## src/design/alrc_pkg.sv

```systemverilog
package alrc_pkg;

   localparam int SIZE_W  = 31;
   localparam int RATIO_W = 8;
   localparam int ACC_W   = 40;
   localparam int PROD_W  = SIZE_W + RATIO_W;
   localparam int CNT_W   = 4;
   localparam int PC_W    = 4;

   localparam logic [RATIO_W-1:0] RATIO_FULL = 8'd255;

   // Quotient bits minus one for the ratio division loop.
   localparam logic [CNT_W-1:0] ENC_DIV_LAST = 4'd8;

   typedef enum logic [3:0] {
      DP_NOP,
      DP_MUL255,
      DP_ADDBIAS,
      DP_DIVSTEP,
      DP_SATRATIO,
      DP_ZERORATIO,
      DP_DECRATIO,
      DP_MULRATIO,
      DP_FOLD255,
      DP_SHRINK
   } dp_op_type;

   typedef enum logic [2:0] {
      CND_NEXT,
      CND_ALWAYS,
      CND_DECODE,
      CND_REM_ZERO,
      CND_CNT_NZ,
      CND_ACC_BIG
   } cond_type;

   typedef struct packed {
      dp_op_type        op;
      cond_type         cond;
      logic [PC_W-1:0]  target;
      logic             done;
   } uword_type;

   typedef struct packed {
      logic is_decode;
      logic rem_zero;
      logic cnt_nz;
      logic acc_big;
   } flags_type;

   typedef struct packed {
      logic      exec;
      logic      done;
      dp_op_type op;
   } seq_ctrl_type;

   localparam logic [PC_W-1:0] PC_ENTRY      = 4'd0;
   localparam logic [PC_W-1:0] PC_ENC_CHECK  = 4'd1;
   localparam logic [PC_W-1:0] PC_ENC_MUL    = 4'd2;
   localparam logic [PC_W-1:0] PC_ENC_BIAS   = 4'd3;
   localparam logic [PC_W-1:0] PC_ENC_DIV    = 4'd4;
   localparam logic [PC_W-1:0] PC_ENC_SAT    = 4'd5;
   localparam logic [PC_W-1:0] PC_ZERO_RATIO = 4'd6;
   localparam logic [PC_W-1:0] PC_DEC_RATIO  = 4'd7;
   localparam logic [PC_W-1:0] PC_SHR_MUL    = 4'd8;
   localparam logic [PC_W-1:0] PC_SHR_DIV    = 4'd9;
   localparam logic [PC_W-1:0] PC_SHR_DONE   = 4'd10;

   function automatic uword_type ucode_rom(input logic [PC_W-1:0] pc);
      uword_type w;
      w = '{op: DP_NOP, cond: CND_NEXT, target: PC_ENTRY, done: 1'b1};
      case (pc)
         PC_ENTRY:      w = '{DP_NOP,       CND_DECODE,   PC_DEC_RATIO,  1'b0};
         PC_ENC_CHECK:  w = '{DP_NOP,       CND_REM_ZERO, PC_ZERO_RATIO, 1'b0};
         PC_ENC_MUL:    w = '{DP_MUL255,    CND_NEXT,     PC_ENTRY,      1'b0};
         PC_ENC_BIAS:   w = '{DP_ADDBIAS,   CND_NEXT,     PC_ENTRY,      1'b0};
         PC_ENC_DIV:    w = '{DP_DIVSTEP,   CND_CNT_NZ,   PC_ENC_DIV,    1'b0};
         PC_ENC_SAT:    w = '{DP_SATRATIO,  CND_ALWAYS,   PC_SHR_MUL,    1'b0};
         PC_ZERO_RATIO: w = '{DP_ZERORATIO, CND_ALWAYS,   PC_SHR_MUL,    1'b0};
         PC_DEC_RATIO:  w = '{DP_DECRATIO,  CND_NEXT,     PC_ENTRY,      1'b0};
         PC_SHR_MUL:    w = '{DP_MULRATIO,  CND_NEXT,     PC_ENTRY,      1'b0};
         PC_SHR_DIV:    w = '{DP_FOLD255,   CND_ACC_BIG,  PC_SHR_DIV,    1'b0};
         PC_SHR_DONE:   w = '{DP_SHRINK,    CND_NEXT,     PC_ENTRY,      1'b1};
         default:       w = '{DP_NOP,       CND_NEXT,     PC_ENTRY,      1'b1};
      endcase
      return w;
   endfunction

endpackage

```

## src/design/adaptive_level_ratio_codec_unit.sv

```systemverilog
// Level ratio codec: each request beat codes one wavelet level of a chunk, encoding a level
// size into a ratio byte of the running remaining size or decoding a ratio byte back into a
// level size, with first reloading the remaining size from the total size. The block works on
// one beat at a time; once its result is valid, the next request is taken. The time is set
// by the microcode: a restoring divider by the remaining size takes nine iterations for the
// ratio quotient, and the division of the scaled remaining size by 255 folds base-256
// digits, which takes one to six steps depending on the value. A finished result waits in
// the output register while the next beat is worked on.
module adaptive_level_ratio_codec_unit
   import alrc_pkg::*;
#(
   parameter int LEVEL_COUNT = 16
)
(
   input  logic               clock,
   input  logic               reset,
   input  logic               req_valid,
   output logic               req_ready,
   input  logic               req_opcode,
   input  logic               req_first,
   input  logic [SIZE_W-1:0]  req_total_size,
   input  logic [SIZE_W-1:0]  req_level_value,
   output logic               rsp_valid,
   input  logic               rsp_ready,
   output logic [SIZE_W-1:0]  rsp_result_value,
   output logic               rsp_last
);

   logic               busy;
   logic               start;
   logic               out_blocked;
   seq_ctrl_type       ctrl;
   flags_type          flags;
   logic [SIZE_W-1:0]  result_value;
   logic               result_last;
   logic               finish;

   logic               rsp_valid_ff, rsp_valid_in;
   logic [SIZE_W-1:0]  rsp_result_value_ff, rsp_result_value_in;
   logic               rsp_last_ff, rsp_last_in;

   assign req_ready   = !busy;
   assign start       = req_valid && !busy;
   assign out_blocked = rsp_valid_ff && !rsp_ready;
   assign finish      = ctrl.exec && ctrl.done;

   alrc_useq u_useq (
      .clock       (clock),
      .reset       (reset),
      .start       (start),
      .out_blocked (out_blocked),
      .flags       (flags),
      .busy        (busy),
      .ctrl        (ctrl)
   );

   alrc_datapath #(
      .LEVEL_COUNT (LEVEL_COUNT)
   ) u_datapath (
      .clock          (clock),
      .reset          (reset),
      .load           (start),
      .in_opcode      (req_opcode),
      .in_first       (req_first),
      .in_total_size  (req_total_size),
      .in_level_value (req_level_value),
      .ctrl           (ctrl),
      .flags          (flags),
      .result_value   (result_value),
      .result_last    (result_last)
   );

   always_comb begin
      rsp_valid_in        = rsp_valid_ff;
      rsp_result_value_in = rsp_result_value_ff;
      rsp_last_in         = rsp_last_ff;
      if (finish) begin
         rsp_valid_in        = 1'b1;
         rsp_result_value_in = result_value;
         rsp_last_in         = result_last;
      end else if (rsp_ready) begin
         rsp_valid_in = 1'b0;
      end
   end

   always_ff @(posedge clock) begin
      if (reset) begin
         rsp_valid_ff <= 1'b0;
      end else begin
         rsp_valid_ff <= rsp_valid_in;
      end
   end

   always_ff @(posedge clock) begin
      rsp_result_value_ff <= rsp_result_value_in;
      rsp_last_ff         <= rsp_last_in;
   end

   assign rsp_valid        = rsp_valid_ff;
   assign rsp_result_value = rsp_result_value_ff;
   assign rsp_last         = rsp_last_ff;

   a_finish_needs_room: assert property (@(posedge clock) disable iff (reset)
      finish |-> !(rsp_valid_ff && !rsp_ready))
      else $error("Result would overwrite a beat not yet taken.");

endmodule

```

## src/design/alrc_useq.sv

```systemverilog
module alrc_useq
   import alrc_pkg::*;
(
   input  logic         clock,
   input  logic         reset,
   input  logic         start,
   input  logic         out_blocked,
   input  flags_type    flags,
   output logic         busy,
   output seq_ctrl_type ctrl
);

   logic            busy_ff, busy_in;
   logic [PC_W-1:0] pc_ff, pc_in;
   uword_type       uword;
   logic            taken;
   logic            exec;

   always_comb begin
      uword = ucode_rom(pc_ff);
      case (uword.cond)
         CND_NEXT:     taken = 1'b0;
         CND_ALWAYS:   taken = 1'b1;
         CND_DECODE:   taken = flags.is_decode;
         CND_REM_ZERO: taken = flags.rem_zero;
         CND_CNT_NZ:   taken = flags.cnt_nz;
         CND_ACC_BIG:  taken = flags.acc_big;
         default:      taken = 1'b0;
      endcase

      exec    = busy_ff && !(uword.done && out_blocked);
      busy_in = busy_ff;
      pc_in   = pc_ff;
      if (start) begin
         busy_in = 1'b1;
         pc_in   = PC_ENTRY;
      end else if (exec) begin
         if (uword.done) begin
            busy_in = 1'b0;
         end else if (taken) begin
            pc_in = uword.target;
         end else begin
            pc_in = pc_ff + PC_W'(1);
         end
      end
   end

   always_ff @(posedge clock) begin
      if (reset) begin
         busy_ff <= 1'b0;
         pc_ff   <= PC_ENTRY;
      end else begin
         busy_ff <= busy_in;
         pc_ff   <= pc_in;
      end
   end

   assign busy      = busy_ff;
   assign ctrl.exec = exec;
   assign ctrl.done = uword.done;
   assign ctrl.op   = uword.op;

   a_pc_in_program: assert property (@(posedge clock) disable iff (reset)
      busy_ff |-> (pc_ff <= PC_SHR_DONE))
      else $error("Step counter has left the program.");

   a_start_only_idle: assert property (@(posedge clock) disable iff (reset)
      start |-> !busy_ff)
      else $error("Beat accepted while the sequencer was busy.");

endmodule

```

## src/design/alrc_datapath.sv

```systemverilog
module alrc_datapath
   import alrc_pkg::*;
#(
   parameter int LEVEL_COUNT = 16
)
(
   input  logic               clock,
   input  logic               reset,
   input  logic               load,
   input  logic               in_opcode,
   input  logic               in_first,
   input  logic [SIZE_W-1:0]  in_total_size,
   input  logic [SIZE_W-1:0]  in_level_value,
   input  seq_ctrl_type       ctrl,
   output flags_type          flags,
   output logic [SIZE_W-1:0]  result_value,
   output logic               result_last
);

   localparam int LW = $clog2(LEVEL_COUNT);

   logic [SIZE_W-1:0]  rem_ff, rem_in;
   logic [LW-1:0]      level_ff, level_in;
   logic [ACC_W-1:0]   acc_ff, acc_in;
   logic [ACC_W-1:0]   dsh_ff, dsh_in;
   logic [SIZE_W-1:0]  quo_ff, quo_in;
   logic [RATIO_W-1:0] ratio_ff, ratio_in;
   logic [CNT_W-1:0]   cnt_ff, cnt_in;
   logic [SIZE_W-1:0]  val_ff, val_in;
   logic               opc_ff, opc_in;
   logic               last_ff, last_in;

   logic [LW-1:0]      idx;
   logic [ACC_W:0]     diff;
   logic               ge;
   logic [PROD_W-1:0]  prod;
   logic [SIZE_W-1:0]  shrunk;

   always_comb begin
      rem_in   = rem_ff;
      level_in = level_ff;
      acc_in   = acc_ff;
      dsh_in   = dsh_ff;
      quo_in   = quo_ff;
      ratio_in = ratio_ff;
      cnt_in   = cnt_ff;
      val_in   = val_ff;
      opc_in   = opc_ff;
      last_in  = last_ff;

      idx    = in_first ? '0 : level_ff;
      diff   = {1'b0, acc_ff} - {1'b0, dsh_ff};
      ge     = !diff[ACC_W];
      prod   = PROD_W'(rem_ff) * PROD_W'(ratio_ff);
      shrunk = quo_ff + {{(SIZE_W - 1){1'b0}}, (acc_ff[RATIO_W-1:0] == RATIO_FULL)};

      if (load) begin
         if (in_first) begin
            rem_in = in_total_size;
         end
         last_in  = (idx == LW'(LEVEL_COUNT - 1));
         level_in = last_in ? '0 : idx + LW'(1);
         val_in   = in_level_value;
         opc_in   = in_opcode;
      end else if (ctrl.exec) begin
         case (ctrl.op)
            DP_NOP: begin
            end
            DP_MUL255: begin
               acc_in = {1'b0, val_ff, 8'b0} - {9'b0, val_ff};
            end
            DP_ADDBIAS: begin
               acc_in = acc_ff + {9'b0, rem_ff} - ACC_W'(1);
               dsh_in = {1'b0, rem_ff, 8'b0};
               cnt_in = ENC_DIV_LAST;
               quo_in = '0;
            end
            DP_DIVSTEP: begin
               if (ge) begin
                  acc_in = diff[ACC_W-1:0];
               end
               quo_in = {quo_ff[SIZE_W-2:0], ge};
               dsh_in = dsh_ff >> 1;
               cnt_in = cnt_ff - CNT_W'(1);
            end
            DP_SATRATIO: begin
               ratio_in = quo_ff[RATIO_W] ? RATIO_FULL : quo_ff[RATIO_W-1:0];
            end
            DP_ZERORATIO: begin
               ratio_in = '0;
            end
            DP_DECRATIO: begin
               ratio_in = val_ff[RATIO_W-1:0];
            end
            DP_MULRATIO: begin
               acc_in = {1'b0, prod};
               quo_in = '0;
            end
            // With x = 256a + b = 255a + (a + b), a joins the quotient and a + b carries on.
            DP_FOLD255: begin
               acc_in = {{RATIO_W{1'b0}}, acc_ff[ACC_W-1:RATIO_W]}
                      + {{(ACC_W - RATIO_W){1'b0}}, acc_ff[RATIO_W-1:0]};
               quo_in = quo_ff + acc_ff[SIZE_W+RATIO_W-1:RATIO_W];
            end
            DP_SHRINK: begin
               rem_in = shrunk;
            end
            default: begin
            end
         endcase
      end
   end

   always_ff @(posedge clock) begin
      if (reset) begin
         rem_ff   <= '0;
         level_ff <= '0;
      end else begin
         rem_ff   <= rem_in;
         level_ff <= level_in;
      end
   end

   always_ff @(posedge clock) begin
      acc_ff   <= acc_in;
      dsh_ff   <= dsh_in;
      quo_ff   <= quo_in;
      ratio_ff <= ratio_in;
      cnt_ff   <= cnt_in;
      val_ff   <= val_in;
      opc_ff   <= opc_in;
      last_ff  <= last_in;
   end

   assign flags.is_decode = opc_ff;
   assign flags.rem_zero  = (rem_ff == '0);
   assign flags.cnt_nz    = (cnt_ff != '0);
   assign flags.acc_big   = |acc_ff[ACC_W-1:RATIO_W];

   assign result_value = opc_ff ? shrunk : {{(SIZE_W - RATIO_W){1'b0}}, ratio_ff};
   assign result_last  = last_ff;

   a_remaining_never_grows: assert property (@(posedge clock) disable iff (reset)
      (ctrl.exec && ctrl.op == DP_SHRINK && !load) |-> (shrunk <= rem_ff))
      else $error("Remaining size would grow on shrink.");

   a_level_in_range: assert property (@(posedge clock) disable iff (reset)
      level_ff <= LW'(LEVEL_COUNT - 1))
      else $error("Level index beyond the last level.");

endmodule
```

## config.mk

```make
export PLATFORM = sky130hd
export DESIGN_NAME = adaptive_level_ratio_codec_unit
export DESIGN_NICKNAME = d
export VERILOG_FILES = /design/src/design/alrc_pkg.sv /design/src/design/adaptive_level_ratio_codec_unit.sv /design/src/design/alrc_useq.sv /design/src/design/alrc_datapath.sv
export SDC_FILE = /design/constraint.sdc
export NUM_CORES = 1
export LEC_CHECK = 0
export BUFFER_PORTS_ARGS = -buffer_cell sky130_fd_sc_hd__buf_2
export CAP_MARGIN = 0
export CORE_UTILIZATION = 49
export CTS_CLUSTER_DIAMETER = 30
export DETAILED_ROUTE_END_ITERATION = 10
export GPL_ROUTABILITY_DRIVEN = 0
export PLACE_DENSITY = 0.65
export SYNTH_ARGS = -nofsm -noshare
export SYNTH_HDL_FRONTEND = slang
export SYNTH_HIERARCHICAL = 1
export SYNTH_SLANG_ARGS = --single-unit
```

## constraint.sdc

```tcl
create_clock -name clock -period 6 [get_ports clock]
set_input_delay 1.5 -clock clock [delete_from_list [all_inputs] [get_ports clock]]
set_output_delay 1.5 -clock clock [all_outputs]
set_load 0.05 [all_outputs]
```

## Yosys cells after proc, flatten, opt, wreduce, memory -nomap -nowiden

Memory sizes are Yosys's and may differ from the RTL's. A register that Yosys moved wholly into a read port is not among the register bits.
Index checks and enable logic that the tools add are counted.
W data, S select, Z words.

| word-level totals | value |
|---|---|
| ROM bits | 192 |
| input port bits | 68 |
| output and inout port bits | 34 |
| register bits | 229 |
| memories kept | 1 |
| logic and storage cells | 100 |

| cells by class | value |
|---|---|
| multiplexer cells | 23 |
| bitwise gates (word level) | 2 |
| add/sub/neg operators | 10 |
| equality and inequality tests | 18 |
| reduce and logical (&&, ||, !) cells | 29 |
| multiply operators | 1 |

Memory list:

| name | depth | width | rd ports | clocked after Yosys merged registers in | write ports | RTL line | RTL |
|---|---|---|---|---|---|---|---|
| (no name shown) | 16 | 12 | 1 | 1 | 0 | alrc_pkg.sv:72 | `case (pc)` |

Operator list:

| operator | count |
|---|---|
| $pmux W40 S5 | 1 |
| $mux W31 | 4 |
| $pmux W31 S3 | 1 |
| $pmux W40 S2 | 1 |
| $sub A40 B40 Y41 | 1 |
| $add A40 B31 Y40 | 1 |
| $mux W40 | 1 |
| $sub A39 B31 Y40 | 1 |
| $sub A40 B1 Y40 const B | 1 |
| $mul A31 B8 Y39 | 1 |
| $add A32 B8 Y33 | 1 |
| $reduce_or A32 Y1 | 1 |
| $add A31 B1 Y31 | 1 |
| $add A31 B31 Y31 | 1 |
| $logic_not A31 Y1 | 1 |
| $pmux W8 S3 | 1 |
| $mux W4 | 5 |
| $eq A4 B3 Y1 const B | 4 |
| $mux W8 | 2 |
| $eq A4 B4 Y1 const B | 3 |
| $reduce_and A3 Y1 | 4 |
| $reduce_bool A2 Y1 | 5 |
| $add A4 B1 Y4 const B | 2 |
| $eq A4 B2 Y1 const B | 2 |
| other kinds (19) | 37 |

## Logic depth before layout (Yosys ltp)

Gate-level depths: netlist (run 1).

| depth | value |
|---|---|
| word-level depth | 8 |
| depth in mapped cells | 21 |
| mapped depth without buffers | 19 |

## Cells and area by module

Netlist (run 1), hierarchy kept.

Modules (own cells, without submodules):

| module | instances | seq. area each (um2) | cells an instance | area each (um2) |
|---|---|---|---|---|
| alrc_datapath | 1 | 5,355.1 | 3,212 | 26,374.0 |
| adaptive_level_ratio_codec_unit | 1 | 980.9 | 38 | 1,023.5 |
| alrc_useq | 1 | 320.3 | 102 | 883.3 |

## Worst setup path before layout (run 1)

Ideal clock, no wire load.

| timing path | value |
|---|---|
| path kind | reg2reg |
| from | register u_datapath.ratio_ff[7] |
| to | register u_datapath.acc_ff[33], data pin |
| arrival | 5.110 ns |
| required time | 5.727 ns |
| path slack | 0.618 ns |
| period minus slack after synthesis | 5.382 ns |
| stages on the path, launching flop included | 19 |
| setup time | 0.273 ns |
| buffers on the path | 1 |
| cell sequence | edfxtp_1 -> clkbuf_1 -> and2_1 -> fa_1 -> fa_1 -> fa_1 -> inv_1 -> fa_1 -> inv_1 -> ha_1 -> nand2_1 -> o31ai_2 -> o2111ai_1 -> a211oi_2 -> nor2_1 -> and4_1 -> or3_1 -> nor4b_2 -> a22oi_1 |

| on the way | value |
|---|---|
| longest elaborated chain between the ends | 2 |

RTL lines:

| element | RTL line | RTL |
|---|---|---|
| start: declaration | alrc_datapath.sv:27 | `logic [RATIO_W-1:0] ratio_ff, ratio_in;` |
| start signal: assignment | alrc_datapath.sv:128 | `ratio_ff <= ratio_in;` |
| $mul A31 B8 Y39 | alrc_datapath.sv:54 | `prod = PROD_W'(rem_ff) * PROD_W'(ratio_ff);` |
| $pmux W40 S5 | alrc_datapath.sv:66 | `case (ctrl.op)` |
| end signal: assignment | alrc_datapath.sv:125 | `acc_ff <= acc_in;` |
| end: declaration | alrc_datapath.sv:24 | `logic [ACC_W-1:0] acc_ff, acc_in;` |

No other way between the ends.
A chain may end at the register's enable or synchronous reset.

## Worst setup path in the final report (run 1)

| timing path | value |
|---|---|
| from | register u_datapath.ratio_ff[3] |
| to | register u_datapath.acc_ff[21], data pin |

Same word-level chain as after synthesis.

==> run summary, run 1 <==
• sky130_fd_sc_hd__buf_4 — Most Frequent Cell on Critical Path
• 0.02296 ns — Clock Skew
• 101 — number of I/O port buffers
• u_datapath/ratio_ff[3] — launch point of the critical path
• 0% — async set-reset flop share out of synthesis
• register to register — worst hold path type
• 96010 µm — wire length after detailed routing
• true — RSZ-0062 raised after global routing
• 239 — flip-flop and latch count after synthesis
• u_datapath/acc_ff[21] — timing endpoint of the critical path
• sky130_fd_sc_hd__fa_1 — cell type of the slowest stage on the worst timing path
• 73 — Inserted Clock Buffers
• 0 — final max-slew violation count
• done — clock tree from TritonCTS
• 74060 µm — final HPWL from detailed placement
• 0.04 ns — clock-pin slew of the registers on the worst-case setup and hold paths
• register — endpoint class of the critical path
• 23.54% — fraction of the yosys area taken by sequential cells
• 93 — Cell variety after synth
• sky130_fd_sc_hd__inv_1 — most common cell after layout, fill and taps aside
• u_datapath/result_last — hold path start
• 0.61 ns — clock network latency to the later pin of the worst-skew pair
• completed — status
• 6 — Yosys Warn Count
• 187 — number of flops mapped to enable cells by yosys
• 8 — drt first pass iters
• sky130_fd_sc_hd__edfxtp_1 — dominant synthesized flop cell
• 6.098 — vias per cell
• 0 — number of diodes
• 237.8 mW/mm² — power density over cell area
• 242.2 µm — die outline width
• 87 — number of cell rows
• buf_4 -> buf_4 -> and2_1 -> fa_1 -> fa_1 -> fa_1 -> inv_1 -> fa_1 -> inv_1 -> ha_1 -> buf_4 -> a21oi_1 -> o31ai_2 -> o2111ai_1 -> buf_4 -> a211oi_2 -> nor2_1 -> xor2_1 -> buf_4 -> o22ai_1 -> a221oi_1 -> o21ai_0 — critical path cell sequence
• 5.872 ns — min Tclk post-route
• 0 — initial antenna violation count
• 1.095 ns — slew at the pin closest to its max-slew limit
• 14.22% — Area growth, synth to finish
• u_datapath/ratio_ff[3] — FF-to-FF Start
• adder cells — largest delay contributor family on the critical path
• 0.13 ns — slack of the worst reg-to-reg path
• 6.20 ns — critical path arrival
• 22 — cell count along the critical path
• 239 — CTS sink cnt
• 0 — total congestion overflow
• 146900 µm — first-pass GRT wire length
• 0.05254 ns — worst slack, placed
• 97.87% — final period utilization
• register — critical path launch point type
• 3942 — layout net count
• 0.02970 mm² — placed inst area
• sky130_fd_sc_hd__inv_1 (436), sky130_fd_sc_hd__nand2_1 (311), sky130_fd_sc_hd__ha_1 (249), sky130_fd_sc_hd__and2_1 (226), sky130_fd_sc_hd__a21oi_1 (225) — most frequent cells in the layout
• 26.57% — worst-case headroom to the max-slew limit
• 2778 — DRT iter0 DRCs
• u_datapath/acc_ff[21] — worst flop-to-flop path endpoint
• 242.2 µm — die height
• 0.56 ns — largest stage delay on the critical path
• 3352 — Synth Instances
• 3849 — Post-Syn Nets
• 0 — Max Cap Violations
• 22.54 µm — wire length per cell after detailed routing
• 22 — Worst Reg2Reg Path Length in Cells
• 0.02828 mm² — post-synthesis cell area
• 6.33 ns — worst endpoint required time
• sky130_fd_sc_hd__clkbuf_16 — master cell of the clock root buffer
• 32.40% — GRT Overall Usage
• 7 — maximum net fanout on the critical path
• 0 — final setup violation count
• 0 — DRC violations left
• 0 — hold bufs inserted after CTS
• 0.05671 mm² — Core Footprint
• 7 — CP bufs+invs
• 0 — Final Hold Fails
• 5065 — filler instances
• 102 — count of pins on the block boundary
• 0.01447 µW — leakage dissipation
• 0 — number of antenna-violating nets in the routed design
• 49.87% — initial core utilization
• 0.1703 GHz — Max Clk Rate
• 3 — clock tree buffer depth
• register to register — start-to-end type of the worst setup path
• 10.42% — share of post-route cells with drive strength above 1
• 0.05868 mm² — die footprint
• 25130 — vias in the first global route
• 0.4220 ns — Fin Hold WS
• 0.2022 mV — largest voltage drop on the vdd net
• 0.1279 ns — final critical-path setup slack
• 25980 — total via count in the routed design
• 8.437 µm² — mean instance size in the synthesized netlist
• 71 — largest net degree at the start of global routing
• 0 ns — Setup TNS Final
• 3 — Clock H-tree levels
• 0.03230 mm² — final design area excluding fillers
through the flow:
stage          util (%)  cells  power [µW]
4_1_cts           56.73   4253        7668
2_1_floorplan         -   3352        3208
5_1_grt           56.96   4260        7985
3_3_place_gp      52.37   4119        3767
3_5_place_dp      52.37   4119        3798
6_report          56.96   4260        7682
cells by family (layout without fill, tap and decap cells):
family	count (synthesis)	in the layout	share of synthesized area, %
compound gates	846	846	19.44
flops	239	239	23.54
mux	12	12	0.4336
xor+xnor	203	203	6.287
simple gates	1023	1023	18.46
buf+inv	600	752	8.145
fa+ha+maj	429	429	23.70
per-layer routing:
layer | up-vias | GRT usage [%] | part of all wire (%)
met1 | 12500 | 44.09 | 41
met3 | 271 | 7.068 | 11
li1 | 11790 | - | -
met2 | 1420 | 49.32 | 44
met5 | - | 0 | 0
met4 | 0 | 14.43 | 4.6
state kept, by name (all words and copies together), names as in the netlist, 8 cells and up:
register,count
rsp_result_value,31
u_datapath/acc_ff,40
u_datapath/dsh_ff,39
u_datapath/quo_ff,31
u_datapath/ratio_ff,8
u_datapath/rem_ff,31
u_datapath/val_ff,31
u_useq/uword,11
cells in the mapped netlist, types with 24 or more instances:
cell / n / share of area, %
sky130_fd_sc_hd__a211oi_1: 30 / 0.80
sky130_fd_sc_hd__a21o_1: 91 / 2.4
sky130_fd_sc_hd__a21oi_1: 226 / 4.0
sky130_fd_sc_hd__and2_1: 226 / 5.0
sky130_fd_sc_hd__and3_1: 36 / 0.80
sky130_fd_sc_hd__clkbuf_1: 144 / 1.9
sky130_fd_sc_hd__dfxtp_1: 52 / 3.7
sky130_fd_sc_hd__edfxtp_1: 187 / 20
sky130_fd_sc_hd__fa_1: 178 / 13
sky130_fd_sc_hd__ha_1: 251 / 11
sky130_fd_sc_hd__inv_1: 436 / 5.8
sky130_fd_sc_hd__nand2_1: 311 / 4.1
sky130_fd_sc_hd__nand3_1: 56 / 0.99
sky130_fd_sc_hd__nand4_1: 42 / 0.93
sky130_fd_sc_hd__nor2_1: 162 / 2.2
sky130_fd_sc_hd__nor2b_1: 31 / 0.69
sky130_fd_sc_hd__nor3_1: 40 / 0.71
sky130_fd_sc_hd__o211ai_1: 33 / 0.88
sky130_fd_sc_hd__o21ai_0: 189 / 3.3
sky130_fd_sc_hd__o21bai_1: 30 / 0.80
sky130_fd_sc_hd__o22ai_1: 24 / 0.53
sky130_fd_sc_hd__or3_1: 24 / 0.53
sky130_fd_sc_hd__xnor2_1: 141 / 4.4
sky130_fd_sc_hd__xor2_1: 62 / 1.9
timing repair:
item / CTS / global route
buffers inserted: 0 / 7
resized for setup: 0 / 12
endpoints found under the setup margin: 0 / 16
where the power goes:
part	internal, µW	total (µW)	switching (µW)
combinational	721	1880	1160
clock	2630	3830	1200
sequential	1860	1980	113
total	5220	7680	2470
layout make-up:
cell class | count | area [µm²] | share of cell area, %
multi-input combinational | 2513 | 19420 | 60.12
clock inverter | 40 | 414.1 | 1.282
timing repair buffer | 180 | 1161 | 3.595
sequential | 239 | 6658 | 20.61
tap | 756 | 945.9 | 2.928
inverter | 438 | 1644 | 5.090
clock buffer | 94 | 2059 | 6.376
how the worst min path moves through the flow:
stage               depth (start not counted)  endpoint  slack, ns
CTS                                         0  rsp_last       0.42
finish                                      0  rsp_last       0.42
global route                                0  rsp_last       0.44
global placement                            0  rsp_last       0.40
detailed placement                          0  rsp_last       0.41
floorplan                                   0  rsp_last       0.40
Power figures use the tool's default switching activity.
==> inputs of run 2 (changes only) <==
- CORE_UTILIZATION: 49 -> 30
- PLACE_DENSITY: 0.65 -> unset
- SETUP_SLACK_MARGIN: unset -> 0.5
==> run 2 against run 1 <==
Against the previous run:
- largest power group unchanged
- flip-flop and latch count unchanged
- clock power up 3%
- die area grew 63%
==> run summary, run 2 (synthesis results as in run 1) <==
• completed — status
• 5.305 — vias per cell
• sky130_fd_sc_hd__inv_1 — most common cell after layout, fill and taps aside
• 41480 µm — met1 wire length
• 0.03147 ns — Clock Skew
• 0.03395 mm² — final design area excluding fillers
• 0 — DRC violations left
• 309.0 µm — die height
• true — RSZ-0062 raised after global routing
• 101 — number of I/O port buffers
• 0.006666 mm² — sequential standard cell area
• 0.1778 GHz — Max Clk Rate
• sky130_fd_sc_hd__inv_1 (429), sky130_fd_sc_hd__nand2_1 (310), sky130_fd_sc_hd__ha_1 (229), sky130_fd_sc_hd__and2_1 (217), sky130_fd_sc_hd__a21oi_1 (215) — most frequent cells in the layout
• 0 — final setup violation count
• 0.1857 mV — largest voltage drop on the vdd net
• 1.057 ns — slew at the pin closest to its max-slew limit
• u_datapath/result_last — hold path start
• 20.23 µm — wire length per cell after detailed routing
• 0.01471 µW — leakage dissipation
• 6.32 ns — worst endpoint required time
• 0.02014 mm² — total area of multi-input combinational cells
• 0 — final max-slew violation count
• u_datapath/ratio_ff[5] — FF-to-FF Start
• 74580 µm — final HPWL from detailed placement
• 93.76% — final period utilization
• 0 — Final Hold Fails
• 0 — number of antenna-violating nets in the routed design
• 24500 — vias in the first global route
• 102 — count of pins on the block boundary
• 0 — Max Cap Violations
• 112 — number of cell rows
• register to register — worst hold path type
• 42630 µm — met2 wirelength from detailed routing
• 309.0 µm — die outline width
• register to register — start-to-end type of the worst setup path
• 2 — initial antenna violation count
• 0 ns — Setup TNS Final
• 5.626 ns — min Tclk post-route
• 0.37 ns — slack of the worst reg-to-reg path
• 2566 — DRT iter0 DRCs
• 30.30% — initial core utilization
• 11 — maximum net fanout on the critical path
• 8680 µm — DR WL met3
• 25400 — total via count in the routed design
• 28.90% — worst-case headroom to the max-slew limit
• 0 — total congestion overflow
• 20.07% — GRT Overall Usage
• 0.03031 mm² — placed inst area
• done — clock tree from TritonCTS
• 3 — clock tree buffer depth
• 40 — number of flip-flops under the largest register name
• register — endpoint class of the critical path
• 84 — largest net degree at the start of global routing
• 233.4 mW/mm² — power density over cell area
• 3967 — layout net count
• 7926 µW — post-route total power
• 239 — CTS sink cnt
• 0.04 ns — clock-pin slew of the registers on the worst-case setup and hold paths
• u_datapath/ratio_ff[5] — launch point of the critical path
• 75 — Inserted Clock Buffers
• 0.09333 mm² — Core Footprint
• sky130_fd_sc_hd__clkbuf_16 — master cell of the clock root buffer
• u_datapath/acc_ff (40), u_datapath/dsh_ff (39) — biggest registers after layout
• 146800 µm — first-pass GRT wire length
• 5.95 ns — critical path arrival
• 0.09550 mm² — die footprint
• u_datapath/acc_ff — register with the highest flop count
• register — critical path launch point type
• 6 — drt first pass iters
• 0.62 ns — clock network latency to the later pin of the worst-skew pair
• 3 — Clock H-tree levels
• 96870 µm — wire length after detailed routing
• 14.04% — share of post-route cells with drive strength above 1
• 9590 — filler instances
• met5 — uppermost metal layer occupied by signal nets
• 20.06% — Area growth, synth to finish
run 2: path summary, 6_finish.rpt:
path / to / depth (start not counted)
setup / recovery: u_datapath/acc_ff[33] / 20
hold / removal: rsp_last / 0
setup reg to reg: u_datapath/acc_ff[33] / 20
hold reg to reg: rsp_last / 0
run 2: final cells by class:
class	count	area share, %
inverter	438	4.842
sequential	239	19.63
tap	1254	4.621
antenna	2	0.01474
multi-input combinational	2513	59.30
clock buffer	93	5.878
timing repair buffer	203	4.131
clock inverter	46	1.577
run 2: where the power goes:
group	leakage, µW	internal (µW)	switching (µW)
clock network	0.00123	2730	1220
registers	0.00214	1860	115
logic	0.0113	797	1200
run 2: per-stage QoR:
step / util [%] / setup WS, ns / std cells / hold slack [ns]
floorplan: - / 0.6176 / 3352 / 0.4003
global placement: 32.47 / 0.1549 / 4615 / 0.4057
detailed placement: 32.47 / 0.1136 / 4615 / 0.4095
CTS: 35.57 / 0.4043 / 4768 / 0.4338
global route: 36.38 / 0.1802 / 4787 / 0.4421
finish: 36.38 / 0.3743 / 4788 / 0.4283
run 2: what timing repair did:
item                                   in CTS  in global routing
setup endpoints to repair                  20                 25
buffers inserted                           14                 16
hold buffers                                0                  0
cloned                                      0                  2
pin swaps                                  42                112
endpoints found under the hold margin       0                  0
gates resized for setup                    59                115
run 2: routing by layer:
metal	vias up	GRT usage, %
li1	11850	-
met1	12240	27.31
met2	1084	30.74
met3	225	4.261
met4	2	8.174
met5	-	0
run 2: worst max-delay path, cell delays in order (launching register included):
cell	delay [ns]
sky130_fd_sc_hd__edfxtp_1	0.44
sky130_fd_sc_hd__buf_6	0.16
sky130_fd_sc_hd__buf_12	0.13
sky130_fd_sc_hd__buf_6	0.14
sky130_fd_sc_hd__and2_4	0.16
sky130_fd_sc_hd__fa_2	0.54
sky130_fd_sc_hd__fa_1	0.43
sky130_fd_sc_hd__fa_1	0.49
sky130_fd_sc_hd__inv_1	0.06
sky130_fd_sc_hd__fa_1	0.52
sky130_fd_sc_hd__inv_1	0.06
sky130_fd_sc_hd__ha_4	0.26
sky130_fd_sc_hd__a31o_1	0.18
sky130_fd_sc_hd__a21oi_4	0.08
sky130_fd_sc_hd__or3_4	0.40
sky130_fd_sc_hd__a211oi_4	0.24
sky130_fd_sc_hd__nor2_2	0.09
sky130_fd_sc_hd__and4_1	0.21
sky130_fd_sc_hd__or3_4	0.35
sky130_fd_sc_hd__nor4b_4	0.26
sky130_fd_sc_hd__a22oi_1	0.12
